### config.mk
export PLATFORM = sky130hd
export DESIGN_NAME = pulse_period_band_classifier_core_flat
export DESIGN_NICKNAME = d
export VERILOG_FILES = /design/src/rtl/core/ppbc_pkg.sv /design/src/rtl/core/ppbc_if.sv /design/src/rtl/core/ppbc_regs.sv /design/src/rtl/core/pulse_period_band_classifier_core.sv /design/src/flat_wrapper.sv
export SDC_FILE = /design/constraint.sdc
export NUM_CORES = 1
export LEC_CHECK = 0
export ABC_AREA = 1
export BUFFER_PORTS_ARGS = -buffer_cell sky130_fd_sc_hd__buf_2
export CORE_ASPECT_RATIO = 1.75
export CORE_MARGIN = 10
export CORE_UTILIZATION = 30
export DETAILED_ROUTE_END_ITERATION = 6
export PLACE_DENSITY = 0.59
export RECOVER_POWER = 50
export SLEW_MARGIN = 0
export SYNTH_ARGS = -nofsm -noshare
export SYNTH_HDL_FRONTEND = slang
export SYNTH_SLANG_ARGS = --single-unit
### constraint.sdc
create_clock -name clk_i -period 4.9 [get_ports clk_i]
set_input_delay 0.735 -clock clk_i [delete_from_list [all_inputs] [get_ports clk_i]]
set_output_delay 0.735 -clock clk_i [all_outputs]
set_load 0.02 [all_outputs]
### src/rtl/core/ppbc_pkg.sv
`timescale 1ns / 1ps
// Types, codes and constants shared by the pulse period band classifier.
package ppbc_pkg;

  localparam int unsigned CapW    = 16;
  localparam int unsigned TimeW   = 32;
  localparam int unsigned RegIdxW = 2;
  localparam int unsigned PaddrW  = 4;
  localparam int unsigned PdataW  = 32;

  localparam logic [CapW-1:0] RollSplit = 16'h8000;

  localparam logic [CapW-1:0] BandAMinRst = 16'd1364;
  localparam logic [CapW-1:0] BandAMaxRst = 16'd1666;
  localparam logic [CapW-1:0] BandBMinRst = 16'd5000;
  localparam logic [CapW-1:0] BandBMaxRst = 16'd6250;

  localparam logic [RegIdxW-1:0] RegBandAMin = 2'd0;
  localparam logic [RegIdxW-1:0] RegBandAMax = 2'd1;
  localparam logic [RegIdxW-1:0] RegBandBMin = 2'd2;
  localparam logic [RegIdxW-1:0] RegBandBMax = 2'd3;

  typedef enum logic [1:0] {
    KIND_CAPTURE = 2'd0,
    KIND_ROLL    = 2'd1,
    KIND_START   = 2'd2,
    KIND_GIVE_UP = 2'd3
  } kind_e;

  typedef enum logic [1:0] {
    ID_UNKNOWN = 2'd0,
    ID_BAND_A  = 2'd1,
    ID_BAND_B  = 2'd2
  } ident_e;

  typedef enum logic {
    MODE_IDENTIFY = 1'b0,
    MODE_KNOWN    = 1'b1
  } mode_e;

  typedef struct packed {
    logic [CapW-1:0] a_min;
    logic [CapW-1:0] a_max;
    logic [CapW-1:0] b_min;
    logic [CapW-1:0] b_max;
  } band_cfg_t;

  typedef struct packed {
    kind_e           kind;
    logic [CapW-1:0] capture_time;
    logic            rollover_pending;
    mode_e           search_mode;
  } in_item_t;

  typedef struct packed {
    logic             found;
    ident_e           identity;
    logic [TimeW-1:0] period;
    logic             period_valid;
    logic             searching;
  } out_item_t;

  function automatic logic in_band(logic [TimeW-1:0] p, logic [CapW-1:0] lo,
                                   logic [CapW-1:0] hi);
    logic [TimeW-1:0] lo_x;
    logic [TimeW-1:0] hi_x;
    lo_x = {{(TimeW-CapW){1'b0}}, lo};
    hi_x = {{(TimeW-CapW){1'b0}}, hi};
    return (p > lo_x) && (p < hi_x);
  endfunction

endpackage

### src/rtl/core/ppbc_if.sv
`timescale 1ns / 1ps
// Valid/ready channel interfaces for input items and result items.
interface ppbc_in_if;
  logic        valid;
  logic        ready;
  logic [1:0]  kind;
  logic [15:0] capture_time;
  logic        rollover_pending;
  logic        search_mode;

  modport source (output valid, kind, capture_time, rollover_pending, search_mode,
                  input ready);
  modport sink (input valid, kind, capture_time, rollover_pending, search_mode,
                output ready);
endinterface

interface ppbc_out_if;
  logic        valid;
  logic        ready;
  logic        found;
  logic [1:0]  identity;
  logic [31:0] period;
  logic        period_valid;
  logic        searching;

  modport source (output valid, found, identity, period, period_valid, searching,
                  input ready);
  modport sink (input valid, found, identity, period, period_valid, searching,
                output ready);
endinterface

### src/rtl/core/ppbc_regs.sv
`timescale 1ns / 1ps
// APB register file holding the bounds of the two period bands.
module ppbc_regs
  import ppbc_pkg::*;
(
  input  logic              clk_i,
  input  logic              rst_ni,
  input  logic              psel,
  input  logic              penable,
  input  logic              pwrite,
  input  logic [PaddrW-1:0] paddr,
  input  logic [PdataW-1:0] pwdata,
  output logic [PdataW-1:0] prdata,
  output logic              pready,
  output band_cfg_t         cfg_o
);

  band_cfg_t          cfg_q;
  logic               wr_en;
  logic [RegIdxW-1:0] idx;
  logic [CapW-1:0]    rd_val;

  assign pready = 1'b1;
  assign wr_en  = psel && penable && pwrite;
  assign idx    = paddr[PaddrW-1:2];

  always_ff @(posedge clk_i or negedge rst_ni) begin
    if (!rst_ni) begin
      cfg_q.a_min <= BandAMinRst;
      cfg_q.a_max <= BandAMaxRst;
      cfg_q.b_min <= BandBMinRst;
      cfg_q.b_max <= BandBMaxRst;
    end else if (wr_en) begin
      unique case (idx)
        RegBandAMin: cfg_q.a_min <= pwdata[CapW-1:0];
        RegBandAMax: cfg_q.a_max <= pwdata[CapW-1:0];
        RegBandBMin: cfg_q.b_min <= pwdata[CapW-1:0];
        RegBandBMax: cfg_q.b_max <= pwdata[CapW-1:0];
        default:     cfg_q       <= cfg_q;
      endcase
    end
  end

  always_comb begin
    unique case (idx)
      RegBandAMin: rd_val = cfg_q.a_min;
      RegBandAMax: rd_val = cfg_q.a_max;
      RegBandBMin: rd_val = cfg_q.b_min;
      RegBandBMax: rd_val = cfg_q.b_max;
      default:     rd_val = '0;
    endcase
  end

  assign prdata = {{(PdataW-CapW){1'b0}}, rd_val};
  assign cfg_o  = cfg_q;

endmodule

### src/rtl/core/pulse_period_band_classifier_core.sv
`timescale 1ns / 1ps
// Pulse period band classifier: capture timing, band search and result channel.
//
// Takes one item per cycle: edge captures, timer rollover ticks, search starts
// and give-ups. Each accepted item yields exactly one result, passing through the
// input register and then the result register; the rate is set by the single
// state-update step between them, a 32-bit period subtract and four bound
// compares. Input stalls only when the result register is full and not taken.
// Band bounds are written over APB at byte addresses 0, 4, 8, 12 (band A min,
// band A max, band B min, band B max; all exclusive) and must change only while
// the block is idle.
module pulse_period_band_classifier_core
  import ppbc_pkg::*;
(
  input  logic              clk_i,
  input  logic              rst_ni,
  ppbc_in_if.sink           item_i,
  ppbc_out_if.source        result_o,
  input  logic              psel,
  input  logic              penable,
  input  logic              pwrite,
  input  logic [PaddrW-1:0] paddr,
  input  logic [PdataW-1:0] pwdata,
  output logic [PdataW-1:0] prdata,
  output logic              pready
);

  band_cfg_t cfg;

  ppbc_regs u_regs (
    .clk_i   (clk_i),
    .rst_ni  (rst_ni),
    .psel    (psel),
    .penable (penable),
    .pwrite  (pwrite),
    .paddr   (paddr),
    .pwdata  (pwdata),
    .prdata  (prdata),
    .pready  (pready),
    .cfg_o   (cfg)
  );

  // input register
  logic      inq_valid_q;
  in_item_t  inq_q;
  logic      advance;
  logic      in_xfer;

  // result register
  logic      res_valid_q;
  out_item_t res_q;
  out_item_t res_d;

  // block state
  logic             searching_q, searching_d;
  logic             first_q, first_d;
  logic             found_latch_q, found_latch_d;
  logic [TimeW-1:0] last_q, last_d;
  logic [CapW-1:0]  roll_q, roll_d;
  mode_e            mode_q, mode_d;
  ident_e           ident_q, ident_d;

  logic             found;
  logic             pvalid;
  logic [TimeW-1:0] period;
  logic [CapW-1:0]  roll_c;
  logic [TimeW-1:0] t_ext;
  logic             arm;

  assign advance      = inq_valid_q && (!res_valid_q || result_o.ready);
  assign item_i.ready = !inq_valid_q || advance;
  assign in_xfer      = item_i.valid && item_i.ready;

  always_comb begin
    searching_d   = searching_q;
    first_d       = first_q;
    found_latch_d = searching_q ? found_latch_q : 1'b0;
    last_d        = last_q;
    roll_d        = roll_q;
    mode_d        = mode_q;
    ident_d       = ident_q;
    found         = 1'b0;
    pvalid        = 1'b0;
    period        = '0;
    arm           = 1'b0;
    roll_c        = roll_q + CapW'(inq_q.rollover_pending &&
                                   (inq_q.capture_time < RollSplit));
    t_ext         = {roll_c, inq_q.capture_time};

    unique case (inq_q.kind)
      KIND_ROLL: roll_d = roll_q + 1'b1;
      KIND_CAPTURE: begin
        if (searching_q) begin
          roll_d = roll_c;
          if (first_q) begin
            first_d = 1'b0;
          end else begin
            period = t_ext - last_q;
            pvalid = 1'b1;
            if (!found_latch_d) begin
              if (mode_q == MODE_IDENTIFY) begin
                if (in_band(period, cfg.a_min, cfg.a_max)) begin
                  ident_d = ID_BAND_A;
                  found   = 1'b1;
                end else if (in_band(period, cfg.b_min, cfg.b_max)) begin
                  ident_d = ID_BAND_B;
                  found   = 1'b1;
                end
              end else if (ident_q == ID_BAND_A) begin
                found = in_band(period, cfg.a_min, cfg.a_max);
              end else if (ident_q == ID_BAND_B) begin
                found = in_band(period, cfg.b_min, cfg.b_max);
              end
            end
          end
          last_d = t_ext;
          if (found) begin
            searching_d   = 1'b0;
            first_d       = 1'b1;
            found_latch_d = 1'b0;
          end
        end
      end
      KIND_START: begin
        if (!searching_q) begin
          mode_d = inq_q.search_mode;
          if (inq_q.search_mode == MODE_IDENTIFY) begin
            ident_d = ID_UNKNOWN;
            arm     = 1'b1;
          end else begin
            arm = (ident_q == ID_BAND_A) || (ident_q == ID_BAND_B);
          end
          if (arm) begin
            found_latch_d = 1'b0;
            first_d       = 1'b1;
            searching_d   = 1'b1;
          end
        end
      end
      KIND_GIVE_UP: begin
        if (searching_q) begin
          searching_d   = 1'b0;
          first_d       = 1'b1;
          found_latch_d = 1'b0;
        end
      end
      default: begin
        searching_d = searching_q;
      end
    endcase

    res_d.found        = found;
    res_d.identity     = ident_d;
    res_d.period       = period;
    res_d.period_valid = pvalid;
    res_d.searching    = searching_d;
  end

  always_ff @(posedge clk_i or negedge rst_ni) begin
    if (!rst_ni) begin
      inq_valid_q   <= 1'b0;
      res_valid_q   <= 1'b0;
      searching_q   <= 1'b0;
      first_q       <= 1'b1;
      found_latch_q <= 1'b0;
      last_q        <= '0;
      roll_q        <= '0;
      mode_q        <= MODE_IDENTIFY;
      ident_q       <= ID_UNKNOWN;
    end else begin
      if (item_i.ready) begin
        inq_valid_q <= item_i.valid;
      end
      if (advance) begin
        res_valid_q   <= 1'b1;
        searching_q   <= searching_d;
        first_q       <= first_d;
        found_latch_q <= found_latch_d;
        last_q        <= last_d;
        roll_q        <= roll_d;
        mode_q        <= mode_d;
        ident_q       <= ident_d;
      end else if (result_o.ready) begin
        res_valid_q <= 1'b0;
      end
    end
  end

  always_ff @(posedge clk_i) begin
    if (in_xfer) begin
      inq_q.kind             <= kind_e'(item_i.kind);
      inq_q.capture_time     <= item_i.capture_time;
      inq_q.rollover_pending <= item_i.rollover_pending;
      inq_q.search_mode      <= mode_e'(item_i.search_mode);
    end
    if (advance) begin
      res_q <= res_d;
    end
  end

  assign result_o.valid        = res_valid_q;
  assign result_o.found        = res_q.found;
  assign result_o.identity     = res_q.identity;
  assign result_o.period       = res_q.period;
  assign result_o.period_valid = res_q.period_valid;
  assign result_o.searching    = res_q.searching;

`ifndef SYNTHESIS
  a_found_ends_search: assert property (@(posedge clk_i) disable iff (!rst_ni)
    result_o.valid && result_o.found |-> !result_o.searching && result_o.period_valid)
    else $error("found result with search still armed or no period");

  a_known_has_ident: assert property (@(posedge clk_i) disable iff (!rst_ni)
    searching_q && (mode_q == MODE_KNOWN) |-> (ident_q != ID_UNKNOWN))
    else $error("known-band search armed without identity");

  a_latch_clear: assert property (@(posedge clk_i) disable iff (!rst_ni)
    !found_latch_q)
    else $error("found latch left set after an item");

  a_result_held: assert property (@(posedge clk_i) disable iff (!rst_ni)
    res_valid_q && !result_o.ready |=> res_valid_q && $stable(res_q))
    else $error("stalled result changed");
`endif

endmodule
### src/flat_wrapper.sv
// flat-port wrapper written by rule: the top's interface ports become plain ports
module pulse_period_band_classifier_core_flat import ppbc_pkg::*;
  (clk_i, rst_ni, psel, penable, pwrite, paddr, pwdata, prdata, pready, item_i_valid, item_i_kind, item_i_capture_time, item_i_rollover_pending, item_i_search_mode, item_i_ready, result_o_valid, result_o_found, result_o_identity, result_o_period, result_o_period_valid, result_o_searching, result_o_ready);
  ppbc_in_if item_i_i ();
  ppbc_out_if result_o_i ();
  input  logic clk_i;
  input  logic rst_ni;
  input  logic psel;
  input  logic penable;
  input  logic pwrite;
  input  logic [PaddrW-1:0] paddr;
  input  logic [PdataW-1:0] pwdata;
  output logic [PdataW-1:0] prdata;
  output logic pready;
  input wire logic [$bits(item_i_i.valid)-1:0] item_i_valid;
  input wire logic [$bits(item_i_i.kind)-1:0] item_i_kind;
  input wire logic [$bits(item_i_i.capture_time)-1:0] item_i_capture_time;
  input wire logic [$bits(item_i_i.rollover_pending)-1:0] item_i_rollover_pending;
  input wire logic [$bits(item_i_i.search_mode)-1:0] item_i_search_mode;
  output wire logic [$bits(item_i_i.ready)-1:0] item_i_ready;
  output wire logic [$bits(result_o_i.valid)-1:0] result_o_valid;
  output wire logic [$bits(result_o_i.found)-1:0] result_o_found;
  output wire logic [$bits(result_o_i.identity)-1:0] result_o_identity;
  output wire logic [$bits(result_o_i.period)-1:0] result_o_period;
  output wire logic [$bits(result_o_i.period_valid)-1:0] result_o_period_valid;
  output wire logic [$bits(result_o_i.searching)-1:0] result_o_searching;
  input wire logic [$bits(result_o_i.ready)-1:0] result_o_ready;
  assign item_i_i.valid = item_i_valid;
  assign item_i_i.kind = item_i_kind;
  assign item_i_i.capture_time = item_i_capture_time;
  assign item_i_i.rollover_pending = item_i_rollover_pending;
  assign item_i_i.search_mode = item_i_search_mode;
  assign item_i_ready = item_i_i.ready;
  assign result_o_valid = result_o_i.valid;
  assign result_o_found = result_o_i.found;
  assign result_o_identity = result_o_i.identity;
  assign result_o_period = result_o_i.period;
  assign result_o_period_valid = result_o_i.period_valid;
  assign result_o_searching = result_o_i.searching;
  assign result_o_i.ready = result_o_ready;
  pulse_period_band_classifier_core u_core (.clk_i(clk_i), .rst_ni(rst_ni), .item_i(item_i_i), .result_o(result_o_i), .psel(psel), .penable(penable), .pwrite(pwrite), .paddr(paddr), .pwdata(pwdata), .prdata(prdata), .pready(pready));
endmodule
==> qor.yml <==
run_status:
  status: "finished, violations left"
  violations: "capacitance limit, slew limit"
power:
  total_power_mw: 8.85
  ir_drop_v: 0.000338
  powerDensity_nw_per_um2: 662
  p_leak_nw: 6.85
place:
  dp_slack_ps: 451
  dp_hpwl_microns: 27600
  place_congestion: 0.930
  dpl-instance-area_sq_um: 12900
  portBuffers: 99
  dpl.cell_count: 2150
sta:
  fmax_ghz: 0.226
  hold_violations: 0
  layout_setup_ws_ps: 474
  tightest_slew_ps: 2660
  relSlewSlack: -0.770
  setup_tns_ps: 0
  hold_slack_ps: 442
  rsz0062_at_grt: "no"
  setup_viol: 0
  final.setup_skew_ps: 13.3
  period_share: 0.903
  slew_viol_final: 47
  min_period_ps: 4430
synthesis:
  syn_area_sq_um: 11900
  ys_seq_area_frac: 0.400
  synth_compound_area_frac: 0.103
  synthCells: 1582
  synth_top_family_by_area: "simple AND/OR/NAND/NOR gates"
  ys_ff_latch: 177
  synthAdderAreaFrac: 0.106
  synth-xor-area-share: 0.0292
  post_synth_num_cell_types: 48
  synthSimpleGateAreaFrac: 0.245
  synth_mux_area_frac: 0
  syn_avg_cell_area_sq_um: 7.50
  ys_warn_count: 0
setup_path:
  cp.depth: 31
  arrival_ps: 4740
  crit_type: "register to register"
  r2r_start: "u_core.inq_q[17]"
  worst_setup_path_start_kind: "register"
  end_kind: "register"
  cpMostUsedCell: "nand2_1"
  cp_slowest_stage_delay_ps: 450
  critPathTopFamily: "simple AND/OR/NAND/NOR gates"
  rr_endpoint: "u_core.ident_q[0]"
  rrSetupSlack_ps: 470
  path_max_fanout: 5
  crit_required_ps: 5220
  crit_buf_inv: 3
  slowest_stage: "edfxtp_1"
  rr_worst_depth: 31
die:
  die_area_sq_um: 48200
  die_y_microns: 283
  start_util: 0.303
  io_pins: 135
  num_rows: 96
  die-width_microns: 170
  core_area_sq_um: 39200
min_path:
  hp-start: "item_i_rollover_pending"
  hp-class: "input pin to register"
  min_to: "u_core.inq_q[1]"
  holdPathStages: 1
cts:
  cts_tree: "yes"
  worstSkewPairLatency_ps: 460
  root_buffer: "clkbuf_16"
  cts_hold_buf: 0
  cts_sinks: 177
  postCtsSetupBuffers: 0
  cts_max_path_buffers: 2
  cts_resized: 0
  cts_max_level: 4
  path_clk_slew_ps: 80
  cts_buffers: 17
global_routing:
  first_global_vias: 10195
  grt_overflow_total: 0
  antenna_found_initial: 0
  grt_pass1_wl_microns: 54000
  grt_start_max_net_pins: 53
  track_usage: 0.144
drt:
  dr_total_vias: 10103
  post_drt_wl_per_cell_microns: 15.7
  drc: 0
  drt-total-wl_microns: 34300
  drtIter0Drc: 535
  dr.pass1.iters: 5
  ant_nets: 0
  viasPerCell: 4.63
cells_and_area:
  utilization: 0.342
  multi_input_area_sq_um: 5800
  fill_cells: 4197
  fin_cells: 2182
  final_layout_size_suffix_gt1_frac: 0.0987
  area_growth_pct: 12.8
  n_antenna_cell: 0
  final_nets: 1842
  regArea_sq_um: 4740
  postLayoutCellArea_sq_um: 13400
run:
  maxCapViolCount: 1
## logic make-up (layout without fill, tap and decap cells)
| family | Yosys count | count (layout) |
|---|---|---|
| buffers and inverters | 350 | 445 |
| AOI/OAI and AO/OA | 221 | 221 |
| xor gates and xnor gates | 38 | 38 |
| adders and majority gates | 100 | 100 |
| DFF | 177 | 177 |
| and+or+nand+nor | 694 | 694 |
| other | 2 | 17 |
## worst max path at each step
stage,startpoint,slack (ps),to
floorplan,u_core.inq_q[17],1390,u_core.result_o.searching
global placement,u_core.inq_q[17],540,u_core.ident_q[0]
detailed placement,u_core.inq_q[17],450,u_core.ident_q[0]
CTS,u_core.inq_q[17],430,u_core.ident_q[0]
global route,u_core.inq_q[17],10,u_core.ident_q[0]
finish,u_core.inq_q[17],470,u_core.ident_q[0]
## cell usage after synthesis, drive strengths merged
cell,instances,area share
a21oi,57,0.024
xnor3,1,0.0019
fa,1,0.0017
o21a,2,0.0013
clkinv,1,0.00032
nand3b,6,0.0038
and3,2,0.0011
nand3,45,0.020
dfstp,21,0.047
nand2,496,0.16
o21ai,128,0.055
a21o,2,0.0013
buf,20,0.012
a211oi,1,0.00063
nor3,11,0.0051
and2,2,0.0011
clkbuf,27,0.0085
nor4,1,0.00053
nor2,118,0.043
inv,302,0.096
dfrtp,99,0.21
a22oi,2,0.0013
o22ai,2,0.0011
edfxtp,57,0.14
ha,99,0.10
o2111ai,15,0.011
a31oi,4,0.0021
o211a,1,0.00084
o21bai,2,0.0013
nand4,12,0.0063
conb,2,0.00063
o31ai,1,0.00063
a221oi,1,0.00074
o211ai,3,0.0019
xnor2,4,0.0030
nor4b,1,0.00074
xor2,33,0.024
## power by group
part / internal [mW] / switching [mW]
Clock: 0.673 / 0.676
Sequential: 1.92 / 0.234
Combinational: 1.81 / 3.54
Total: 4.41 / 4.45
## worst reg2reg max path, delay by kind of cell, from the launching register on
kind / cells / cell delay, ps
simple gates: 22 / 2510
flops: 1 / 450
buf+inv: 3 / 270
xor+xnor: 1 / 250
fa+ha+maj: 3 / 640
compound gates: 2 / 160
## placed cells by master, fill, tap and decap left out, types with 3 or more instances in the layout
| cell type | n |
|---|---|
| a21oi_1 | 57 |
| a31oi_1 | 4 |
| buf_2 | 58 |
| buf_4 | 6 |
| clkbuf_1 | 44 |
| clkbuf_16 | 17 |
| clkinvlp_4 | 4 |
| conb_1 | 17 |
| dfrtp_1 | 99 |
| dfstp_2 | 21 |
| edfxtp_1 | 57 |
| ha_1 | 99 |
| inv_1 | 291 |
| inv_2 | 11 |
| inv_6 | 3 |
| inv_8 | 4 |
| nand2_1 | 480 |
| nand2_2 | 11 |
| nand2_4 | 5 |
| nand3_1 | 42 |
| nand3_2 | 3 |
| nand3b_1 | 6 |
| nand4_1 | 12 |
| nor2_1 | 103 |
| nor2_2 | 8 |
| nor2_4 | 6 |
| nor3_1 | 10 |
| o2111ai_1 | 15 |
| o211ai_1 | 3 |
| o21ai_0 | 123 |
| o21ai_2 | 3 |
| xnor2_1 | 4 |
| xor2_1 | 33 |
## area by class of cell
class	instances	area share
clock buffer	17	0.0318
clock inverter	15	0.0109
inverter	303	0.0850
multi-input combinational	1070	0.434
sequential	177	0.354
tap	490	0.0458
timing repair buffer	110	0.0382
## state kept, by name (all words and copies together), names as in the netlist, 2 cells and up
| signal | flops |
|---|---|
| u_core.u_regs.cfg_o | 64 |
| u_core.last_q | 32 |
| u_core.result_o.period | 32 |
| u_core.inq_q | 20 |
| u_core.roll_q | 16 |
| u_core.ident_q | 2 |
| u_core.result_o.identity | 2 |
## layer usage
metal  vias up  share of wire  track usage
met2       233           0.55        0.274
met1      4672           0.37        0.142
li1       5131              -            -
met3        67          0.037       0.0267
met5         -              0            0
met4         0          0.045       0.0777
Note: power is estimated with default switching activity, not from simulation.
